[src/design/kscl_pkg.sv]
// Package: widths, reset values and register indexes of the keypad scanner with code lock.
`default_nettype none

package kscl_pkg;

   localparam int MATRIX_SIDE   = 4;
   localparam int CODE_LENGTH   = 11;
   localparam int DIGIT_W       = 4;
   localparam int COUNT_W       = 4;
   localparam int KEY_W         = MATRIX_SIDE * MATRIX_SIDE;
   localparam int ROW_W         = $clog2(MATRIX_SIDE);
   localparam int SCAN_W        = 10;
   localparam int BLINK_W       = 14;
   localparam int CODE_W        = DIGIT_W * CODE_LENGTH;
   localparam int CSR_INDEX_W   = 2;

   localparam logic [SCAN_W-1:0]  SCAN_PERIOD_RST     = SCAN_W'(50);
   localparam logic [BLINK_W-1:0] BLINK_THRESHOLD_RST = BLINK_W'(100);
   localparam logic [CODE_W-1:0]  SECRET_CODE_RST     = CODE_W'(64'd1511833748262);

   typedef enum logic [CSR_INDEX_W-1:0] {
      CSR_SCAN_PERIOD     = 2'd0,
      CSR_BLINK_THRESHOLD = 2'd1,
      CSR_SECRET_CODE     = 2'd2
   } csr_index_type;

   // Per-item state outputs of the scanner, handed to the key logic and result register
   typedef struct packed {
      logic [KEY_W-1:0]       key_map;
      logic [MATRIX_SIDE-1:0] row_drive;
   } scan_result_type;

endpackage

`default_nettype wire

[src/design/kscl_if.sv]
// Interfaces: tick input channel, result channel and register write channel.
`default_nettype none

interface kscl_req_if;
   logic                                  valid;
   logic                                  ready;
   logic [kscl_pkg::MATRIX_SIDE-1:0]      col_levels;

   modport source (output valid, output col_levels, input ready);
   modport sink   (input valid, input col_levels, output ready);
endinterface

interface kscl_rsp_if;
   logic                                  valid;
   logic                                  ready;
   logic [kscl_pkg::MATRIX_SIDE-1:0]      row_drive;
   logic                                  led;
   logic                                  unlocked;
   logic [kscl_pkg::KEY_W-1:0]            key_map;

   modport source (output valid, output row_drive, output led, output unlocked,
                   output key_map, input ready);
   modport sink   (input valid, input row_drive, input led, input unlocked,
                   input key_map, output ready);
endinterface

interface kscl_csr_if;
   logic                                  valid;
   logic                                  ready;
   logic [kscl_pkg::CSR_INDEX_W-1:0]      index;
   logic [kscl_pkg::CODE_W-1:0]           data;

   modport source (output valid, output index, output data, input ready);
   modport sink   (input valid, input index, input data, output ready);
endinterface

`default_nettype wire

[src/design/keypad_scan_code_lock_core.sv]
// Top level: keypad scanner with code lock, tick register, state update and result register.
//
//   channel    dir   handshake        payload
//   req_chan   in    valid/ready      col_levels[3:0]
//   rsp_chan   out   valid/ready      row_drive[3:0], led, unlocked, key_map[15:0]
//   csr_chan   in    valid/ready      index[1:0], data[43:0]
//
// One tick item per cycle unless a result stalls; registers: tick register, result register.
// The whole per-tick update of scan, key and blink state sits between those two registers.
// A stalled result holds the pipe; a new tick is still taken while the tick register drains.
// Synchronous reset restores register defaults and clears control state; csr always ready.
`default_nettype none

module keypad_scan_code_lock_core (
   input  wire logic   clock,
   input  wire logic   reset,
   kscl_req_if.sink    req_chan,
   kscl_rsp_if.source  rsp_chan,
   kscl_csr_if.sink    csr_chan
);
   import kscl_pkg::*;

   logic [SCAN_W-1:0]      scan_period_ff;
   logic [BLINK_W-1:0]     blink_threshold_ff;
   logic [CODE_W-1:0]      secret_code_ff;

   logic                   in_valid_ff;
   logic [MATRIX_SIDE-1:0] in_col_ff;
   logic                   advance;

   logic                   out_valid_ff;
   logic [MATRIX_SIDE-1:0] out_row_ff;
   logic                   out_led_ff;
   logic                   out_unlocked_ff;
   logic [KEY_W-1:0]       out_key_ff;

   scan_result_type        scan_nxt;
   logic                   unlocked_nxt;
   logic                   phase_nxt;

   assign advance        = in_valid_ff && (!out_valid_ff || rsp_chan.ready);
   assign req_chan.ready = !in_valid_ff || advance;
   assign csr_chan.ready = 1'b1;

   always_ff @(posedge clock) begin
      if (reset) begin
         scan_period_ff     <= SCAN_PERIOD_RST;
         blink_threshold_ff <= BLINK_THRESHOLD_RST;
         secret_code_ff     <= SECRET_CODE_RST;
      end else if (csr_chan.valid) begin
         case (csr_index_type'(csr_chan.index))
            CSR_SCAN_PERIOD:     scan_period_ff     <= csr_chan.data[SCAN_W-1:0];
            CSR_BLINK_THRESHOLD: blink_threshold_ff <= csr_chan.data[BLINK_W-1:0];
            CSR_SECRET_CODE:     secret_code_ff     <= csr_chan.data;
            default:             ;
         endcase
      end
   end

   always_ff @(posedge clock) begin
      if (reset) begin
         in_valid_ff <= 1'b0;
      end else if (req_chan.ready) begin
         in_valid_ff <= req_chan.valid;
      end
   end

   always_ff @(posedge clock) begin
      if (req_chan.ready && req_chan.valid) begin
         in_col_ff <= req_chan.col_levels;
      end
   end

   kscl_scan u_scan (
      .clock       (clock),
      .reset       (reset),
      .step        (advance),
      .col_levels  (in_col_ff),
      .scan_period (scan_period_ff),
      .scan_nxt    (scan_nxt)
   );

   kscl_entry u_entry (
      .clock        (clock),
      .reset        (reset),
      .step         (advance),
      .key_map      (scan_nxt.key_map),
      .secret_code  (secret_code_ff),
      .unlocked_nxt (unlocked_nxt)
   );

   kscl_blink u_blink (
      .clock           (clock),
      .reset           (reset),
      .step            (advance),
      .blink_threshold (blink_threshold_ff),
      .phase_nxt       (phase_nxt)
   );

   always_ff @(posedge clock) begin
      if (reset) begin
         out_valid_ff <= 1'b0;
      end else if (advance) begin
         out_valid_ff <= 1'b1;
      end else if (rsp_chan.ready) begin
         out_valid_ff <= 1'b0;
      end
   end

   always_ff @(posedge clock) begin
      if (advance) begin
         out_row_ff      <= scan_nxt.row_drive;
         out_led_ff      <= unlocked_nxt & phase_nxt;
         out_unlocked_ff <= unlocked_nxt;
         out_key_ff      <= scan_nxt.key_map;
      end
   end

   assign rsp_chan.valid     = out_valid_ff;
   assign rsp_chan.row_drive = out_row_ff;
   assign rsp_chan.led       = out_led_ff;
   assign rsp_chan.unlocked  = out_unlocked_ff;
   assign rsp_chan.key_map   = out_key_ff;

endmodule

`default_nettype wire

[src/design/kscl_scan.sv]
// Row scanner: scan timer, row drive and the 16-bit key map.
`default_nettype none

module kscl_scan (
   input  wire logic                             clock,
   input  wire logic                             reset,
   input  wire logic                             step,
   input  wire logic [kscl_pkg::MATRIX_SIDE-1:0] col_levels,
   input  wire logic [kscl_pkg::SCAN_W-1:0]      scan_period,
   output kscl_pkg::scan_result_type             scan_nxt
);
   import kscl_pkg::*;

   logic [SCAN_W-1:0]      elapsed_ff, elapsed_in, elapsed_inc;
   logic [KEY_W-1:0]       key_ff, key_in;
   logic [ROW_W-1:0]       row_ff, row_in;
   logic [MATRIX_SIDE-1:0] drive_ff, drive_in;
   logic                   scan_hit;

   always_comb begin
      elapsed_inc = (elapsed_ff != {SCAN_W{1'b1}}) ? elapsed_ff + 1'b1 : elapsed_ff;
      scan_hit    = (elapsed_inc >= scan_period);
      elapsed_in  = scan_hit ? '0 : elapsed_inc;
      key_in      = key_ff;
      row_in      = row_ff;
      drive_in    = drive_ff;
      if (scan_hit) begin
         // columns are active low: a low column marks the key pressed
         key_in[{row_ff, 2'b00} +: MATRIX_SIDE] = ~col_levels;
         row_in   = row_ff + 1'b1;
         drive_in = ~(MATRIX_SIDE'(1) << row_in);
      end
   end

   assign scan_nxt.key_map   = key_in;
   assign scan_nxt.row_drive = drive_in;

   always_ff @(posedge clock) begin
      if (reset) begin
         elapsed_ff <= '0;
         key_ff     <= '0;
         row_ff     <= '0;
         drive_ff   <= '1;
      end else if (step) begin
         elapsed_ff <= elapsed_in;
         key_ff     <= key_in;
         row_ff     <= row_in;
         drive_ff   <= drive_in;
      end
   end

endmodule

`default_nettype wire

[src/design/kscl_entry.sv]
// Key decode, digit entry buffer, code compare and unlock flag.
`default_nettype none

module kscl_entry (
   input  wire logic                        clock,
   input  wire logic                        reset,
   input  wire logic                        step,
   input  wire logic [kscl_pkg::KEY_W-1:0]  key_map,
   input  wire logic [kscl_pkg::CODE_W-1:0] secret_code,
   output logic                             unlocked_nxt
);
   import kscl_pkg::*;

   localparam int IDX_W = (CODE_LENGTH > 1) ? $clog2(CODE_LENGTH) : 1;
   localparam logic [COUNT_W-1:0] FULL_COUNT = COUNT_W'(CODE_LENGTH);
   localparam logic [COUNT_W-1:0] MAX_COUNT  = COUNT_W'(CODE_LENGTH + 2);

   typedef enum logic [2:0] {
      KEY_DIGIT,
      KEY_CLEAR,
      KEY_ENTER,
      KEY_SPARE,
      KEY_OTHER
   } key_kind_type;

   typedef struct packed {
      key_kind_type         kind;
      logic [DIGIT_W-1:0]   digit;
   } key_code_type;

   function automatic key_code_type decode_map(input logic [KEY_W-1:0] m);
      key_code_type k;
      k.kind  = KEY_DIGIT;
      k.digit = '0;
      case (m)
         16'h1000: k.digit = 4'd0;
         16'h0100: k.digit = 4'd1;
         16'h0200: k.digit = 4'd2;
         16'h0400: k.digit = 4'd3;
         16'h0010: k.digit = 4'd4;
         16'h0020: k.digit = 4'd5;
         16'h0040: k.digit = 4'd6;
         16'h0001: k.digit = 4'd7;
         16'h0002: k.digit = 4'd8;
         16'h0004: k.digit = 4'd9;
         16'h0008: k.kind  = KEY_CLEAR;
         16'h8000: k.kind  = KEY_ENTER;
         16'h0080, 16'h0800, 16'h2000, 16'h4000: k.kind = KEY_SPARE;
         default:  k.kind  = KEY_OTHER;
      endcase
      return k;
   endfunction

   logic [KEY_W-1:0]   prev_ff;
   logic [DIGIT_W-1:0] last_digit_ff, last_digit_in;
   logic [COUNT_W-1:0] count_ff, count_in;
   logic               unlock_ff, unlock_in;
   logic [DIGIT_W-1:0] buffer_ff [CODE_LENGTH];
   logic               buf_we;
   key_code_type       code;
   logic               fresh, code_match, store;

   always_comb begin
      code_match = 1'b1;
      for (int i = 0; i < CODE_LENGTH; i++) begin
         if (buffer_ff[i] != secret_code[DIGIT_W*i +: DIGIT_W]) code_match = 1'b0;
      end
   end

   always_comb begin
      code          = decode_map(key_map);
      fresh         = (key_map != '0) && (prev_ff == '0);
      last_digit_in = last_digit_ff;
      count_in      = count_ff;
      unlock_in     = unlock_ff;
      store         = 1'b0;
      if (fresh) begin
         case (code.kind)
            KEY_DIGIT: begin
               last_digit_in = code.digit;
               store         = 1'b1;
            end
            KEY_CLEAR: begin
               unlock_in = 1'b0;
               count_in  = '0;
            end
            KEY_ENTER: begin
               if (count_ff == FULL_COUNT) begin
                  if (code_match) unlock_in = 1'b1;
               end else begin
                  store = 1'b1;
               end
            end
            KEY_SPARE: store = 1'b0;
            default:   store = 1'b1;   // multi-key map repeats the last digit
         endcase
      end
      buf_we = store && (count_ff < FULL_COUNT);
      if (store && (count_ff < MAX_COUNT)) count_in = count_ff + 1'b1;
   end

   assign unlocked_nxt = unlock_in;

   always_ff @(posedge clock) begin
      if (reset) begin
         prev_ff       <= '0;
         last_digit_ff <= '0;
         count_ff      <= '0;
         unlock_ff     <= 1'b0;
      end else if (step) begin
         prev_ff       <= key_map;
         last_digit_ff <= last_digit_in;
         count_ff      <= count_in;
         unlock_ff     <= unlock_in;
      end
   end

   always_ff @(posedge clock) begin
      if (step && buf_we) begin
         buffer_ff[count_ff[IDX_W-1:0]] <= last_digit_in;
      end
   end

endmodule

`default_nettype wire

[src/design/kscl_blink.sv]
// Blink timer: saturating tick counter and LED phase.
`default_nettype none

module kscl_blink (
   input  wire logic                         clock,
   input  wire logic                         reset,
   input  wire logic                         step,
   input  wire logic [kscl_pkg::BLINK_W-1:0] blink_threshold,
   output logic                              phase_nxt
);
   import kscl_pkg::*;

   logic [BLINK_W-1:0] elapsed_ff, elapsed_in, elapsed_inc;
   logic               phase_ff, phase_in;
   logic               toggle;

   always_comb begin
      elapsed_inc = (elapsed_ff != {BLINK_W{1'b1}}) ? elapsed_ff + 1'b1 : elapsed_ff;
      toggle      = (elapsed_inc > blink_threshold);
      elapsed_in  = toggle ? '0 : elapsed_inc;
      phase_in    = phase_ff ^ toggle;
   end

   assign phase_nxt = phase_in;

   always_ff @(posedge clock) begin
      if (reset) begin
         elapsed_ff <= '0;
         phase_ff   <= 1'b0;
      end else if (step) begin
         elapsed_ff <= elapsed_in;
         phase_ff   <= phase_in;
      end
   end

endmodule

`default_nettype wire

[src/flat_wrapper.sv]
// flat-port wrapper written by rule: the top's interface ports become plain ports
module keypad_scan_code_lock_core_flat import kscl_pkg::*;
  (clock, reset, req_chan_valid, req_chan_col_levels, req_chan_ready, rsp_chan_valid, rsp_chan_row_drive, rsp_chan_led, rsp_chan_unlocked, rsp_chan_key_map, rsp_chan_ready, csr_chan_valid, csr_chan_index, csr_chan_data, csr_chan_ready);
  kscl_req_if req_chan_i ();
  kscl_rsp_if rsp_chan_i ();
  kscl_csr_if csr_chan_i ();
  input  wire logic clock;
  input  wire logic reset;
  input wire logic [$bits(req_chan_i.valid)-1:0] req_chan_valid;
  input wire logic [$bits(req_chan_i.col_levels)-1:0] req_chan_col_levels;
  output wire logic [$bits(req_chan_i.ready)-1:0] req_chan_ready;
  output wire logic [$bits(rsp_chan_i.valid)-1:0] rsp_chan_valid;
  output wire logic [$bits(rsp_chan_i.row_drive)-1:0] rsp_chan_row_drive;
  output wire logic [$bits(rsp_chan_i.led)-1:0] rsp_chan_led;
  output wire logic [$bits(rsp_chan_i.unlocked)-1:0] rsp_chan_unlocked;
  output wire logic [$bits(rsp_chan_i.key_map)-1:0] rsp_chan_key_map;
  input wire logic [$bits(rsp_chan_i.ready)-1:0] rsp_chan_ready;
  input wire logic [$bits(csr_chan_i.valid)-1:0] csr_chan_valid;
  input wire logic [$bits(csr_chan_i.index)-1:0] csr_chan_index;
  input wire logic [$bits(csr_chan_i.data)-1:0] csr_chan_data;
  output wire logic [$bits(csr_chan_i.ready)-1:0] csr_chan_ready;
  assign req_chan_i.valid = req_chan_valid;
  assign req_chan_i.col_levels = req_chan_col_levels;
  assign req_chan_ready = req_chan_i.ready;
  assign rsp_chan_valid = rsp_chan_i.valid;
  assign rsp_chan_row_drive = rsp_chan_i.row_drive;
  assign rsp_chan_led = rsp_chan_i.led;
  assign rsp_chan_unlocked = rsp_chan_i.unlocked;
  assign rsp_chan_key_map = rsp_chan_i.key_map;
  assign rsp_chan_i.ready = rsp_chan_ready;
  assign csr_chan_i.valid = csr_chan_valid;
  assign csr_chan_i.index = csr_chan_index;
  assign csr_chan_i.data = csr_chan_data;
  assign csr_chan_ready = csr_chan_i.ready;
  keypad_scan_code_lock_core u_core (.clock(clock), .reset(reset), .req_chan(req_chan_i), .rsp_chan(rsp_chan_i), .csr_chan(csr_chan_i));
endmodule
[config.mk]
export PLATFORM = sky130hd
export DESIGN_NAME = keypad_scan_code_lock_core_flat
export DESIGN_NICKNAME = d
export VERILOG_FILES = /design/src/design/kscl_pkg.sv /design/src/design/kscl_if.sv /design/src/design/keypad_scan_code_lock_core.sv /design/src/design/kscl_scan.sv /design/src/design/kscl_entry.sv /design/src/design/kscl_blink.sv /design/src/flat_wrapper.sv
export SDC_FILE = /design/constraint.sdc
export NUM_CORES = 1
export LEC_CHECK = 0
export ABC_AREA = 1
export ABC_CLOCK_PERIOD_IN_PS = 6680
export BUFFER_PORTS_ARGS = -buffer_cell sky130_fd_sc_hd__buf_4
export CORE_MARGIN = 2
export CORE_UTILIZATION = 40
export CTS_CLUSTER_SIZE = 8
export DETAILED_ROUTE_END_ITERATION = 8
export HOLD_SLACK_MARGIN = 0.03
export PLACE_DENSITY = 0.6
export SLEW_MARGIN = 10
export SYNTH_ARGS = -nofsm -noshare
export SYNTH_HDL_FRONTEND = slang
export SYNTH_SLANG_ARGS = --single-unit
[constraint.sdc]
create_clock -name clock -period 6.68 [get_ports clock]
set_clock_uncertainty 0.1 [all_clocks]
set_input_delay 0.668 -clock clock [delete_from_list [all_inputs] [get_ports clock]]
set_output_delay 0.668 -clock clock [all_outputs]
set_load 0.05 [all_outputs]
## Yosys cells after proc, flatten, opt, wreduce, memory -nomap -nowiden

Memories as Yosys holds them, arrays and structs flattened.
Index checks and enable logic that the tools add are counted.

| storage, ports and cells | value |
|---|---|
| register bits after elaboration | 152 |
| bits in writable memories | 44 |
| input port bits | 55 |
| output and inout port bits | 25 |
| word-level logic and storage cells | 132 |
| memories kept | 1 |

Memory list:

| name | depth | bits a word | read ports | clocked after memory_dff | wr ports | RTL line | source |
|---|---|---|---|---|---|---|---|
| u_core.u_entry.buffer_ff | 11 | 4 | 11 | 0 | 1 | kscl_entry.sv:58 | `logic [DIGIT_W-1:0] buffer_ff [CODE_LENGTH];` |

| operators by class | value |
|---|---|
| add/sub/neg operators | 5 |
| magnitude comparators | 4 |
| eq/ne operators | 35 |
| shift operators | 3 |
| multiplexer cells | 36 |
| bitwise gates (word level) | 4 |
| reduce and logical (&&, ||, !) cells | 25 |

Operators by type and width:

| operator | count |
|---|---|
| $ne A4 B4 Y1 | 11 |
| $pmux W4 S9 | 1 |
| $mux W14 | 2 |
| $mux W4 | 6 |
| $mux W1 | 20 |
| $mux W10 | 2 |
| $bwmux W16 | 1 |
| $eq A16 B1 Y1 const B | 1 |
| $eq A16 B10 Y1 const B | 1 |
| $eq A16 B11 Y1 const B | 1 |
| $eq A16 B12 Y1 const B | 1 |
| $eq A16 B13 Y1 const B | 1 |
| $eq A16 B14 Y1 const B | 1 |
| $eq A16 B15 Y1 const B | 1 |
| $eq A16 B16 Y1 const B | 1 |
| $eq A16 B2 Y1 const B | 1 |
| $eq A16 B3 Y1 const B | 1 |
| $eq A16 B4 Y1 const B | 1 |
| $eq A16 B5 Y1 const B | 1 |
| $eq A16 B6 Y1 const B | 1 |
| $eq A16 B7 Y1 const B | 1 |
| $eq A16 B8 Y1 const B | 1 |
| $eq A16 B9 Y1 const B | 1 |
| $logic_not A16 Y1 | 1 |
| other kinds (36) | 52 |

## Logic depth before layout (Yosys ltp)

Gate-level depths: netlist (run 1).
An unclocked memory read counts as a cell.

| depth | value |
|---|---|
| depth after elaboration | 18 |
| gate-level depth with buffers | 33 |
| gate-level depth less buffers | 32 |

## Modules after synthesis

A second synthesis (run 1) with hierarchy kept.

| unflattened totals | value |
|---|---|
| cells, all modules | 1551 |
| area total of the unflattened synthesis | 11412.2 um^2 |

By module, submodules not included:

| module | times used | cells an instance | area an instance (um^2) | seq. area each (um^2) |
|---|---|---|---|---|
| kscl_entry | 1 | 455 | 3784.9 | 1821.7 |
| keypad_scan_code_lock_core | 1 | 448 | 3603.5 | 2182.1 |
| kscl_scan | 1 | 423 | 2600.0 | 640.6 |
| kscl_blink | 1 | 225 | 1423.9 | 300.3 |

## Least setup slack after synthesis (run 1)

OpenSTA, ideal clock, no wires.

| path | value |
|---|---|
| path type | register to register |
| start point | register u_core.u_scan.elapsed_ff[0] |
| end point | memory u_core.u_entry.buffer_ff[10][0] (enable) |
| library setup time | 0.329 ns |
| arrival | 3.482 ns |
| required time | 6.251 ns |
| path slack | 2.769 ns |
| stages on the path, launching flop included | 30 |
| buffers on the path | 1 |
| period minus slack after synthesis | 3.911 ns |
| path through | dfxtp_1 -> ha_1 -> nand3_1 -> nor2_1 -> nand2_1 -> nor2_1 -> nand2_1 -> nand2_1 -> nor2_1 -> nand2_1 -> xnor2_1 -> ha_1 -> nand2_1 -> inv_2 -> nand2_1 -> nand2_1 -> nand2_2 -> nand3_4 -> buf_6 -> o21ai_2 -> nor2_2 -> nand2_4 -> inv_1 -> nand3_1 -> nand3_1 -> nor2_1 -> nand2_1 -> nor2_2 -> nand2_1 -> nor2_1 |

RTL lines:

| item | RTL line | source |
|---|---|---|
| start, declared | kscl_scan.sv:14 | `logic [SCAN_W-1:0] elapsed_ff, elapsed_in, elapsed_inc;` |
| start signal, assigned | kscl_scan.sv:45 | `elapsed_ff <= elapsed_in;` |
| end, declared | kscl_entry.sv:58 |  |

==> results of run 1 <==
-- layout make-up --
class / instances / area share, %
inverter: 143 / 4.82
clock buffer: 19 / 3.97
clock inverter: 13 / 1.01
multi-input combinational: 807 / 39.5
sequential: 196 / 41.5
timing repair buffer: 83 / 5.59
tap: 324 / 3.64
-- how the worst max path moves through the flow --
| stage | from | end | slack (ns) | depth (start not counted) |
|---|---|---|---|---|
| floorplan | u_core.u_scan.elapsed_ff[0] | u_core.u_entry.buffer_ff[10][0] | 2.77 | 29 |
| global placement | u_core.u_scan.elapsed_ff[0] | u_core.u_entry.buffer_ff[10][2] | 2.13 | 28 |
| detailed placement | u_core.u_scan.elapsed_ff[0] | u_core.u_entry.buffer_ff[6][1] | 2.02 | 28 |
| CTS | u_core.u_scan.elapsed_ff[0] | u_core.u_entry.buffer_ff[1][3] | 2.00 | 28 |
| global route | u_core.u_scan.elapsed_ff[0] | u_core.u_entry.buffer_ff[8][3] | 1.40 | 29 |
| finish | u_core.u_scan.elapsed_ff[0] | u_core.u_entry.buffer_ff[6][0] | 1.94 | 28 |
-- sequential cells by signal, summed over array words and instances, names as in the netlist, 2 cells and up --
signal,count
u_core.u_scan.elapsed_ff,10
u_core.u_scan.drive_ff,4
u_core.u_blink.elapsed_ff,14
u_core.u_scan.row_ff,2
u_core.u_entry.buffer_ff,44
u_core.u_entry.last_digit_ff,4
u_core.scan_period_ff,10
u_core.blink_threshold_ff,14
u_core.rsp_chan.row_drive,4
u_core.in_col_ff,4
u_core.rsp_chan.key_map,16
u_core.u_scan.key_ff,16
u_core.secret_code_ff,44
u_core.u_entry.count_ff,4
-- synthesized netlist by cell type (all sizes together) --
cell	instances	area share [%]
buf	8	0.51
xor2	22	2.0
o21bai	1	0.077
nand3b	5	0.42
a21o	1	0.077
edfxtp	70	22
conb	1	0.039
nand4	35	2.3
o2111ai	1	0.090
nor3	7	0.36
nor2	151	7.1
dfxtp	126	26
nand2	238	9.9
xnor2	18	1.6
or2	14	0.90
ha	35	4.5
nand3	54	3.1
o211ai	17	1.3
o21a	2	0.15
a21oi	86	4.5
mux2i	1	0.10
inv	143	5.5
clkbuf	34	1.3
and3	4	0.26
o21ai	104	5.7
nor3b	2	0.15
nor4	8	0.51
-- power by group --
part | total, W | switching (W) | internal (W)
combinational | 0.000299 | 0.000197 | 0.000102
sequential | 0.00130 | 0.0000200 | 0.00128
clock | 0.000989 | 0.000487 | 0.000502
-- per-layer routing --
metal	wire length, µm	GRT usage [%]	vias up	share of wire, %
met2	10300	28.8	137	46
li1	-	-	4035	-
met5	0	0	-	0
met3	840	2.86	21	3.8
met4	279	5.20	0	1.3
met1	10800	24.9	3526	49
-- cell usage in the layout (no fill, tap or decap), types with 3 or more instances in the layout --
master and instances:
o211ai_1 17, inv_6 3, xnor2_1 18, o21ai_0 96, nand4_1 34, nand2_2 17
nor4_1 8, inv_4 3, nor2_1 135, or2_2 14, buf_4 83, inv_2 3
and3_1 4, inv_1 140, edfxtp_1 70, nor2_4 8, o21ai_2 6, nand2_4 4
nor2_2 5, clkbuf_16 17, xor2_1 22, nand3b_1 4, a21oi_1 84, dfxtp_1 126
inv_8 4, nor3_1 7, nor2_8 3, ha_1 35, nand2_1 217, nand3_1 50
-- worst reg2reg max path: cells and delay by family, from the launching register on --
family	cells	cell delay (ns)
flip-flops	1	0.39
AND/OR/NAND/NOR	23	2.85
AO/OA/AOI/OAI	1	0.41
buffers and inverters	1	0.03
XOR/XNOR	1	0.14
adder cells (fa/ha/maj)	2	0.48
-- per-stage QoR --
| stage | total power [W] | instance area (µm²) | instances | setup WS (ns) | util [%] |
|---|---|---|---|---|---|
| global placement | 0.00162 | 10600 | 1553 | 2.13 | 43.9 |
| global route | 0.00270 | 11100 | 1585 | 1.40 | 46.2 |
| finish | 0.00259 | 11100 | 1585 | 1.94 | 46.2 |
| CTS | 0.00261 | 11100 | 1585 | 2.00 | 46.2 |
| detailed placement | 0.00163 | 10600 | 1553 | 2.02 | 43.9 |
| floorplan | 0.00153 | 9730 | 1188 | 2.77 | - |
-- cells by family after synthesis --
logic type,Yosys count,share of synthesized area (%)
AO/OA/AOI/OAI,212,11.9
XOR/XNOR,40,3.60
adder cells (fa/ha/maj),35,4.50
buffers and inverters,185,7.34
flip-flops,196,47.5
multiplexers,1,0.103
other,1,0.0385
AND/OR/NAND/NOR,518,25.0
==> impl_results.md, run 1 <==
* Critical path class: reg2reg
* CTS buffer count at 17
* Synth Instances at 1188
* Chip Width at 160 µm
* Per-cell routed wire length at 14.0 µm
* Root Driver: clkbuf_16
* Status: finished clean
* HPWL Detailed at 15800 µm
* Final nets at 1338
* Total negative setup slack at 0 ns
* Worst-Skew Late Latency at 0.44 ns
* Number of global-route vias before repair at 7060
* Register-to-register setup slack at 1.94 ns
* Startpoint Class: register
* Max-slew headroom at 24.4%
* Clock sinks at 196
* Register Area at 0.00462 mm²
* Overall overflow remaining after global route at 0
* Most prevalent standard cell on the critical path: nand2_1
* Cell variety after synth at 44
* GR Util All Layers at 17.9%
* Initial antenna violation count at 0
* Crit-path leading delay family: simple AND/OR/NAND/NOR gates
* Hold Vio Cnt, Final at 0
* Critical R2R Launch: u_core.u_scan.elapsed_ff[0]
* Warnings, synthesis at 0
* Least-Margin Pin Slew at 1.13 ns
* First-pass DRT Iterations at 5
* Hold Slack at 0.299 ns
* Largest net degree at the start of global routing at 64
* Area growth syn-to-layout at 14.5%
* Critical Path Sink Type: register
* Critical path's largest stage delay at 0.40 ns
* PD cells at 232 mW/mm²
* Resize count post-CTS at 0
* Layout fillers at 2466
* RSZ-0062 raised after global routing: false
* Register bit total from synthesis at 196
* Syn Area/Cell at 8.19 µm²
* CTS max path bufs at 2
* I/O pin total at 80
* Mapped Area at 0.00973 mm²
* WL final at 22100 µm
* Max-cap violations at 0
* DR iter-0 viols at 558
* Core ar. at 0.0241 mm²
* Max Freq at 211 MHz
* Diode count at 0
* CP max-delay cell: o21ai_2
* Crit path buf inv count at 1
* Synthesized Nets at 1278
* Crit path max fanout at 26
* Die height at 160 µm
* Multi-input logic area at 0.00440 mm²
* Sequential area share after synthesis at 47.5%
* Post-layout min period at 4.74 ns
* Final Slew Violations at 0
* First-pass GRT wire length at 36600 µm
* Final setup fails at 0
* Worst-path clk slew at 0.07 ns
* # rows at 57
* Hold path cells at 1
* Reg2reg path depth at 28
* Die area at 0.0256 mm²
* HP Class: in2reg
* TritonCTS clock tree: yes
* Hold wc startpoint: req_chan_col_levels[2]
* Hold_buf cts at 0
* Max VDD drop at 0.127 mV
* Leakage at 4.73 nW
* Port Buffer Count at 78
* Final worst-path cycle share at 70.9%
* Antenna Nets Post-Route at 0
* Hold Path End: u_core.in_col_ff[2]
* Starting Density at 40.4%
* Crit path DAT at 4.75 ns
* Critical Path RT at 6.69 ns
* Share of layout cells above drive strength 1 at 14.5%
* H-tree Lvls at 4
* Drt via density at 4.87
* Postcts setup bufs at 0
* Vias after detailed routing at 7719
* Residual DRC at 0
* Reg2reg end: u_core.u_entry.buffer_ff[6][0]
* RD Place Congestion at 0.817
Note: power is estimated with default switching activity, not from simulation.
==> run 2: changes to the inputs <==
--- a/config.mk
+++ b/config.mk
@@ -6,14 +6,14 @@
 export NUM_CORES = 1
 export LEC_CHECK = 0
 export ABC_AREA = 1
-export ABC_CLOCK_PERIOD_IN_PS = 6680
+export ABC_CLOCK_PERIOD_IN_PS = 4250
 export BUFFER_PORTS_ARGS = -buffer_cell sky130_fd_sc_hd__buf_4
 export CORE_MARGIN = 2
 export CORE_UTILIZATION = 40
 export CTS_CLUSTER_SIZE = 8
 export DETAILED_ROUTE_END_ITERATION = 8
 export HOLD_SLACK_MARGIN = 0.03
-export PLACE_DENSITY = 0.6
+export PLACE_DENSITY = 0.62
 export SLEW_MARGIN = 10
 export SYNTH_ARGS = -nofsm -noshare
 export SYNTH_HDL_FRONTEND = slang
==> constraint.sdc (replaced) <==
create_clock -name clock -period 4.25 [get_ports clock]
set_clock_uncertainty 0.1 [all_clocks]
set_input_delay 0.425 -clock clock [delete_from_list [all_inputs] [get_ports clock]]
set_output_delay 0.425 -clock clock [all_outputs]
set_load 0.05 [all_outputs]
==> run 2 against run 1 <==
Register-to-register slack got worse by 1.8 ns. Wire length increased by 5.2%. Non-clock buffer count increased by 30. Critical path depth increased by 2. Combinational power increased by 71%. Sequential cell count unchanged. Critical path type unchanged.
==> impl_results.md, run 2 (same netlist as run 1, synthesis figures left out) <==
* Drt via density at 4.92 (was 4.87)
* Worst-Skew Late Latency at 0.43 ns (was 0.44 ns)
* Critical path's largest stage delay at 0.36 ns (was 0.40 ns)
* CTS max path bufs at 2 (unchanged)
* First-pass GRT wire length at 37400 µm (was 36600 µm)
* Hold path cells at 1 (unchanged)
* Final worst-path cycle share at 96.7% (was 70.9%)
* Hold Vio Cnt, Final at 0 (unchanged)
* H-tree Lvls at 4 (unchanged)
* Hold_buf cts at 0 (unchanged)
* Max Freq at 243 MHz (was 211 MHz)
* Root Driver: clkbuf_16 (unchanged)
* Vias after detailed routing at 7947 (was 7719)
* RSZ-0062 raised after global routing: true (was false)
* Commonest cells after routing, fill and taps aside: nand2_1 (202), inv_1 (138), dfxtp_1 (122) (was nand2_1 (217), inv_1 (140), nor2_1 (135))
* Most prevalent standard cell on the critical path: nor2_4 (was nand2_1)
* Critical R2R Launch: u_core.u_scan.elapsed_ff[1] (was u_core.u_scan.elapsed_ff[0])
* Hold Path End: u_core.in_col_ff[3] (was u_core.in_col_ff[2])
* Die area at 0.0256 mm² (unchanged)
* Final nets at 1368 (was 1338)
* Reg2reg end: u_core.u_entry.buffer_ff[1][2] (was u_core.u_entry.buffer_ff[6][0])
* # rows at 57 (unchanged)
* WL final at 23300 µm (was 22100 µm)
* Least-Margin Pin Slew at 1.08 ns (was 1.13 ns)
* Initial antenna violation count at 0 (unchanged)
* Crit path DAT at 4.13 ns (was 4.75 ns)
* Register-to-register setup slack at 0.14 ns (was 1.94 ns)
* Final Slew Violations at 0 (unchanged)
* Port Buffer Count at 78 (unchanged)
* GR Util All Layers at 18.1% (was 17.9%)
* Critical path class: reg2reg (unchanged)
* Reg2reg path depth at 30 (was 28)
* Final cell count without fillers at 1615 (was 1585)
* I/O pin total at 80 (unchanged)
* Critical Path RT at 4.28 ns (was 6.69 ns)
* HP Class: in2reg (unchanged)
* Residual DRC at 0 (unchanged)
* Dpl ws at -0.0801 ns (was 2.02 ns)
* Post-layout min period at 4.11 ns (was 4.74 ns)
* PD cells at 365 mW/mm² (was 232 mW/mm²)
* Area growth syn-to-layout at 21.5% (was 14.5%)
* Max VDD drop at 0.230 mV (was 0.127 mV)
* Most common cell after layout, fill and taps aside: nand2_1 (unchanged)
* Post-DP Area at 0.0107 mm² (was 0.0106 mm²)
* Hold wc startpoint: req_chan_col_levels[3] (was req_chan_col_levels[2])
* TritonCTS clock tree: yes (unchanged)
* Diode count at 0 (unchanged)
* DR iter-0 viols at 584 (was 558)
* Final setup fails at 0 (unchanged)
* Max-slew headroom at 27.7% (was 24.4%)
* RD Place Congestion at 0.836 (was 0.817)
* Antenna Nets Post-Route at 0 (unchanged)
* Share of layout cells above drive strength 1 at 20.1% (was 14.5%)
* Post-placement cell count at 1569 (was 1553)
* Crit path max fanout at 9 (was 26)
* Status: finished clean (unchanged)
* Overall overflow remaining after global route at 0 (unchanged)
* Die height at 160 µm (unchanged)
* Startpoint Class: register (unchanged)
* Critical Path Sink Type: register (unchanged)
* Worst-path clk slew at 0.07 ns (about the same)
* Max-cap violations at 0 (unchanged)
* Clock sinks at 196 (unchanged)
* Per-cell routed wire length at 14.4 µm (was 14.0 µm)
* Cell area after layout at 0.0118 mm² (was 0.0111 mm²)
* Core ar. at 0.0241 mm² (unchanged)
* Total negative setup slack at 0 ns (unchanged)
* CTS buffer count at 17 (unchanged)
* Largest net degree at the start of global routing at 69 (was 64)
* HPWL Detailed at 16200 µm (was 15800 µm)
* Crit path buf inv count at 3 (was 1)
* Starting Density at 40.4% (unchanged)
* Number of global-route vias before repair at 7394 (was 7060)
* Leakage at 5.01 nW (was 4.73 nW)
* Crit-path leading delay family: simple AND/OR/NAND/NOR gates (unchanged)
* CP max-delay cell: dfxtp_2 (was o21ai_2)
* Layout fillers at 2313 (was 2466)
* Chip Width at 160 µm (unchanged)
* Final worst setup slack at 0.141 ns (was 1.94 ns)
* First-pass DRT Iterations at 4 (was 5)
[run 2: cell types whose count changed in the layout (fill, tap and decap cells not counted), moves of 5 or more]
| cell | delta |
|---|---|
| nand2_2 | +6 |
| o21ai_4 | +5 |
| nor2_4 | +17 |
| buf_4 | +25 |
| nor2_1 | -18 |
| nand2_4 | +9 |
| nand2_1 | -15 |
[run 2: report_power, final]
group | internal, W | switching [W] | total, W
combinational | 0.000185 | 0.000325 | 0.000510
clock | 0.00100 | 0.000756 | 0.00176
sequential | 0.00201 | 0.0000328 | 0.00204
total | 0.00320 | 0.00111 | 0.00431
[run 2: layout make-up]
class                      instances  area, µm²  share of cell area, %
tap                              324        405                   3.43
timing repair buffer             113        898                   7.60
clock buffer                      17        425                   3.60
sequential                       196       4630                   39.2
clock inverter                    15        215                   1.82
multi-input combinational        807       4710                   39.9
inverter                         143        537                   4.54
[run 2: through the flow]
stage	hold WS [ns]	power, W	utilization, %
6_report	0.0711	0.00431	49.1
3_3_place_gp	0.350	0.00256	44.5
5_1_grt	0.0462	0.00449	49.1
3_5_place_dp	0.356	0.00257	44.5
2_1_floorplan	0.335	0.00241	-
4_1_cts	0.0532	0.00433	47.3
[run 2: how the worst max path moves through the flow]
stage / from / slack, ns / endpoint / cells past startpoint
6_report: u_core.u_scan.elapsed_ff[1] / 0.14 / u_core.u_entry.buffer_ff[1][2] / 30
5_1_grt: u_core.u_scan.elapsed_ff[1] / -0.14 / u_core.u_entry.buffer_ff[1][2] / 30
4_1_cts: u_core.u_scan.elapsed_ff[1] / -0.05 / u_core.u_entry.buffer_ff[6][0] / 29
3_5_place_dp: u_core.u_scan.elapsed_ff[1] / -0.08 / u_core.u_entry.buffer_ff[1][2] / 29
3_3_place_gp: u_core.u_scan.elapsed_ff[1] / 0.09 / u_core.u_entry.buffer_ff[1][3] / 29
2_1_floorplan: u_core.u_scan.elapsed_ff[0] / 0.34 / u_core.u_entry.buffer_ff[10][0] / 29
[run 2: metal layers]
layer | global-route usage (%) | part of all wire (%)
met5 | 0 | 0
met4 | 4.22 | 0.82
met3 | 4.47 | 4.4
met2 | 29.8 | 48
met1 | 24.0 | 47
[run 2: worst reg2reg max path, delay by kind of cell, from the launching register on]
| kind | cells | cell delay [ns] |
|---|---|---|
| xor gates and xnor gates | 1 | 0.14 |
| DFF | 1 | 0.36 |
| buffers and inverters | 3 | 0.36 |
| and+or+nand+nor | 23 | 2.28 |
| adders and majority gates | 2 | 0.41 |
| AOI/OAI and AO/OA | 1 | 0.18 |
[run 2: timing repair]
| action | in CTS | in global routing |
|---|---|---|
| resized for setup | 10 | 74 |
| cloned | 0 | 1 |
| setup endpoints to repair | 53 | 97 |
| pin swaps | 0 | 13 |
| endpoints found under the hold margin | 0 | 0 |
| buffers inserted | 0 | 13 |
==> run 3: changes to the inputs <==
--- a/config.mk
+++ b/config.mk
@@ -6,14 +6,15 @@
 export NUM_CORES = 1
 export LEC_CHECK = 0
 export ABC_AREA = 1
-export ABC_CLOCK_PERIOD_IN_PS = 4250
+export ABC_CLOCK_PERIOD_IN_PS = 4700
 export BUFFER_PORTS_ARGS = -buffer_cell sky130_fd_sc_hd__buf_4
 export CORE_MARGIN = 2
 export CORE_UTILIZATION = 40
 export CTS_CLUSTER_SIZE = 8
 export DETAILED_ROUTE_END_ITERATION = 8
+export GPL_TIMING_DRIVEN = 0
 export HOLD_SLACK_MARGIN = 0.03
-export PLACE_DENSITY = 0.62
+export PLACE_DENSITY = 0.6
 export SLEW_MARGIN = 10
 export SYNTH_ARGS = -nofsm -noshare
 export SYNTH_HDL_FRONTEND = slang
==> constraint.sdc (replaced) <==
create_clock -name clock -period 4.7 [get_ports clock]
set_clock_uncertainty 0.1 [all_clocks]
set_input_delay 0.47 -clock clock [delete_from_list [all_inputs] [get_ports clock]]
set_output_delay 0.47 -clock clock [all_outputs]
set_load 0.05 [all_outputs]
==> run 3 against run 2 <==
Worst hold slack better by 0.028 ns. Sequential cell count unchanged. Final cell count up 1.4%. Critical endpoint is now u_core.u_entry.buffer_ff[10][1].
==> impl_results.md, run 3 (same netlist as run 1, synthesis figures left out) <==
* Status: finished clean (unchanged)
* Worst-Skew Late Latency at 0.44 ns (was 0.43 ns)
* Util after Layout at 48.4% (was 49.1%)
* # rows at 57 (unchanged)
* CTS max path bufs at 2 (unchanged)
* Critical path's largest stage delay at 0.37 ns (was 0.36 ns)
* Final setup fails at 0 (unchanged)
* Switching share of total power at 26.7% (was 25.8%)
* Gate power share at 12.1% (was 11.8%)
* Number of global-route vias before repair at 7533 (was 7394)
* Critical path class: reg2reg (unchanged)
* Port Buffer Count at 78 (unchanged)
* Area growth syn-to-layout at 19.9% (was 21.5%)
* Layout fillers at 2351 (was 2313)
* Overall overflow remaining after global route at 0 (unchanged)
* Largest net degree at the start of global routing at 32 (was 69)
* Worst-path clk slew at 0.08 ns (was 0.07 ns)
* CP startpoint: u_core.u_scan.elapsed_ff[0] (was u_core.u_scan.elapsed_ff[1])
* HP Class: in2reg (unchanged)
* Residual DRC at 0 (unchanged)
* Max-cap violations at 0 (unchanged)
* Crit path DAT at 4.46 ns (was 4.13 ns)
* Initial antenna violation count at 0 (unchanged)
* CTS buffer count at 17 (unchanged)
* Met3 global-route usage at 3.56% (was 4.47%)
* Startpoint Class: register (unchanged)
* Die height at 160 µm (unchanged)
* Max Freq at 226 MHz (was 243 MHz)
* Most common cell after layout, fill and taps aside: nand2_1 (unchanged)
* Least-Margin Pin Slew at 0.819 ns (was 1.08 ns)
* Clk network pwr share at 39.3% (was 40.8%)
* GRT Max-Usage Layer: met2 (unchanged)
* H-tree Lvls at 4 (unchanged)
* Max-slew headroom at 45.4% (was 27.7%)
* Antenna Nets Post-Route at 0 (unchanged)
* Diode count at 0 (unchanged)
* Leakage at 4.89 nW (was 5.01 nW)
* Register-to-register setup slack at 0.27 ns (was 0.14 ns)
* PD cells at 325 mW/mm² (was 365 mW/mm²)
* Reg power frac at 48.6% (was 47.4%)
* Die area at 0.0256 mm² (unchanged)
* Core ar. at 0.0241 mm² (unchanged)
* Root Driver: clkbuf_16 (unchanged)
* Critical Path End: u_core.u_entry.buffer_ff[10][1] (was u_core.u_entry.buffer_ff[1][2])
* WL final at 24200 µm (was 23300 µm)
* Post-layout min period at 4.43 ns (was 4.11 ns)
* Met2 Use GR at 32.5% (was 29.8%)
* Per-cell routed wire length at 14.8 µm (was 14.4 µm)
* Hold Vio Cnt, Final at 0 (unchanged)
* Clock sinks at 196 (unchanged)
* Critical Path RT at 4.73 ns (was 4.28 ns)
* Final worst-path cycle share at 94.2% (was 96.7%)
* First-pass GRT wire length at 38400 µm (was 37400 µm)
* Commonest cells after routing, fill and taps aside: nand2_1 (207), inv_1 (140), dfxtp_1 (124) (was nand2_1 (202), inv_1 (138), dfxtp_1 (122))
* Starting Density at 40.4% (unchanged)
* Vias after detailed routing at 7997 (was 7947)
* RD Place Congestion at 0.828 (was 0.836)
* Critical Path Sink Type: register (unchanged)
* Drt via density at 4.89 (was 4.92)
* Post-layout power at 0.00379 W (was 0.00431 W)
* Share of layout cells above drive strength 1 at 17.3% (was 20.1%)
* First-pass DRT Iterations at 5 (was 4)
* Dpl ws at -0.136 ns (was -0.0801 ns)
* Final nets at 1390 (was 1368)
* I/O pin total at 80 (unchanged)
* TritonCTS clock tree: yes (unchanged)
* DR iter-0 viols at 509 (was 584)
* Final worst setup slack at 0.274 ns (was 0.141 ns)
* Final Slew Violations at 0 (unchanged)
* Reg2reg path depth at 29 (was 30)
* Most prevalent standard cell on the critical path: nand2_1 (was nor2_4)
* Critical R2R Launch: u_core.u_scan.elapsed_ff[0] (was u_core.u_scan.elapsed_ff[1])
* Switching power at 0.00101 W (was 0.00111 W)
* GR Util All Layers at 18.9% (was 18.1%)
* CP max-delay cell: dfxtp_4 (was dfxtp_2)
* Reg2reg end: u_core.u_entry.buffer_ff[10][1] (was u_core.u_entry.buffer_ff[1][2])
* Pint at 0.00278 W (was 0.00320 W)
* Total negative setup slack at 0 ns (unchanged)
* HPWL Detailed at 17900 µm (was 16200 µm)
* Max VDD drop at 0.202 mV (was 0.230 mV)
* Crit path max fanout at 10 (was 9)
* Met1 usage at 24.4% (was 24.0%)
* Post-DP Area at 0.0107 mm² (about the same)
* Chip Width at 160 µm (unchanged)
* Cell area after layout at 0.0117 mm² (was 0.0118 mm²)
[run 3: cell count changes in the layout (fill, tap and decap cells not counted), moves of 3 or more]
cell and delta:
clkbuf_1 +33, buf_4 -17, nand2_4 -6, nand2_1 +5, buf_1 +4, bufinv_16 -4
nand3_1 +4, nor2_1 +4, dfxtp_2 -3, nand3_2 -3, nor2_4 -3
[run 3: how the worst min path moves through the flow]
stage	from	end	slack (ns)	cells after the start
after floorplan	u_core.blink_threshold_ff[13]	u_core.blink_threshold_ff[13]	0.34	2
after global placement	u_core.blink_threshold_ff[7]	u_core.blink_threshold_ff[7]	0.35	2
after detailed placement	u_core.blink_threshold_ff[12]	u_core.blink_threshold_ff[12]	0.36	2
after CTS	req_chan_col_levels[2]	u_core.in_col_ff[2]	0.08	1
after global routing	req_chan_col_levels[2]	u_core.in_col_ff[2]	0.08	1
final	req_chan_col_levels[2]	u_core.in_col_ff[2]	0.1	1
[run 3: area by class of cell]
type | instances | area (µm²) | share of cell area, %
Timing Repair inverter | 1 | 7.51 | 0.0643
Tap cell | 324 | 405 | 3.47
Multi-Input combinational cell | 808 | 4600 | 39.4
Clock buffer | 21 | 514 | 4.41
Timing Repair Buffer | 91 | 696 | 5.96
Clock inverter | 11 | 97.6 | 0.836
Buffer | 42 | 183 | 1.57
Sequential cell | 196 | 4630 | 39.7
Inverter | 143 | 541 | 4.63
[run 3: metal layers]
layer,vias up,routed length [µm]
met3,19,980
met2,156,11600
met5,-,0
met1,3677,11300
li1,4145,-
met4,0,335
[run 3: per-stage QoR]
stage | hold slack, ns | std cells
2_1_floorplan | 0.335 | 1188
3_3_place_gp | 0.352 | 1590
3_5_place_dp | 0.356 | 1590
4_1_cts | 0.0788 | 1622
5_1_grt | 0.0784 | 1637
6_report | 0.0991 | 1637
[run 3: repair_timing]
action | in CTS | in global routing
resized for setup | 13 | 43
endpoints found under the setup margin | 88 | 98
hold buffers | 0 | 0
pin swaps | 0 | 11
gates cloned | 0 | 2
setup buffers | 0 | 13
[run 3: power groups by stage]
stage	registers [W]	clock network (W)	logic (W)
floorplan	0.00191	0	0.000271
global placement	0.00188	0	0.000433
detailed placement	0.00188	0	0.000439
CTS	0.00184	0.00152	0.000442
global route	0.00185	0.00158	0.000512
finish	0.00184	0.00149	0.000460
[run 3: critical path, delay by kind of cell (launching register included)]
kind / cells / cell delay, ns
flops: 1 / 0.37
buf+inv: 6 / 0.77
xor+xnor: 1 / 0.16
simple gates: 19 / 2.11
fa+ha+maj: 2 / 0.46
compound gates: 1 / 0.13
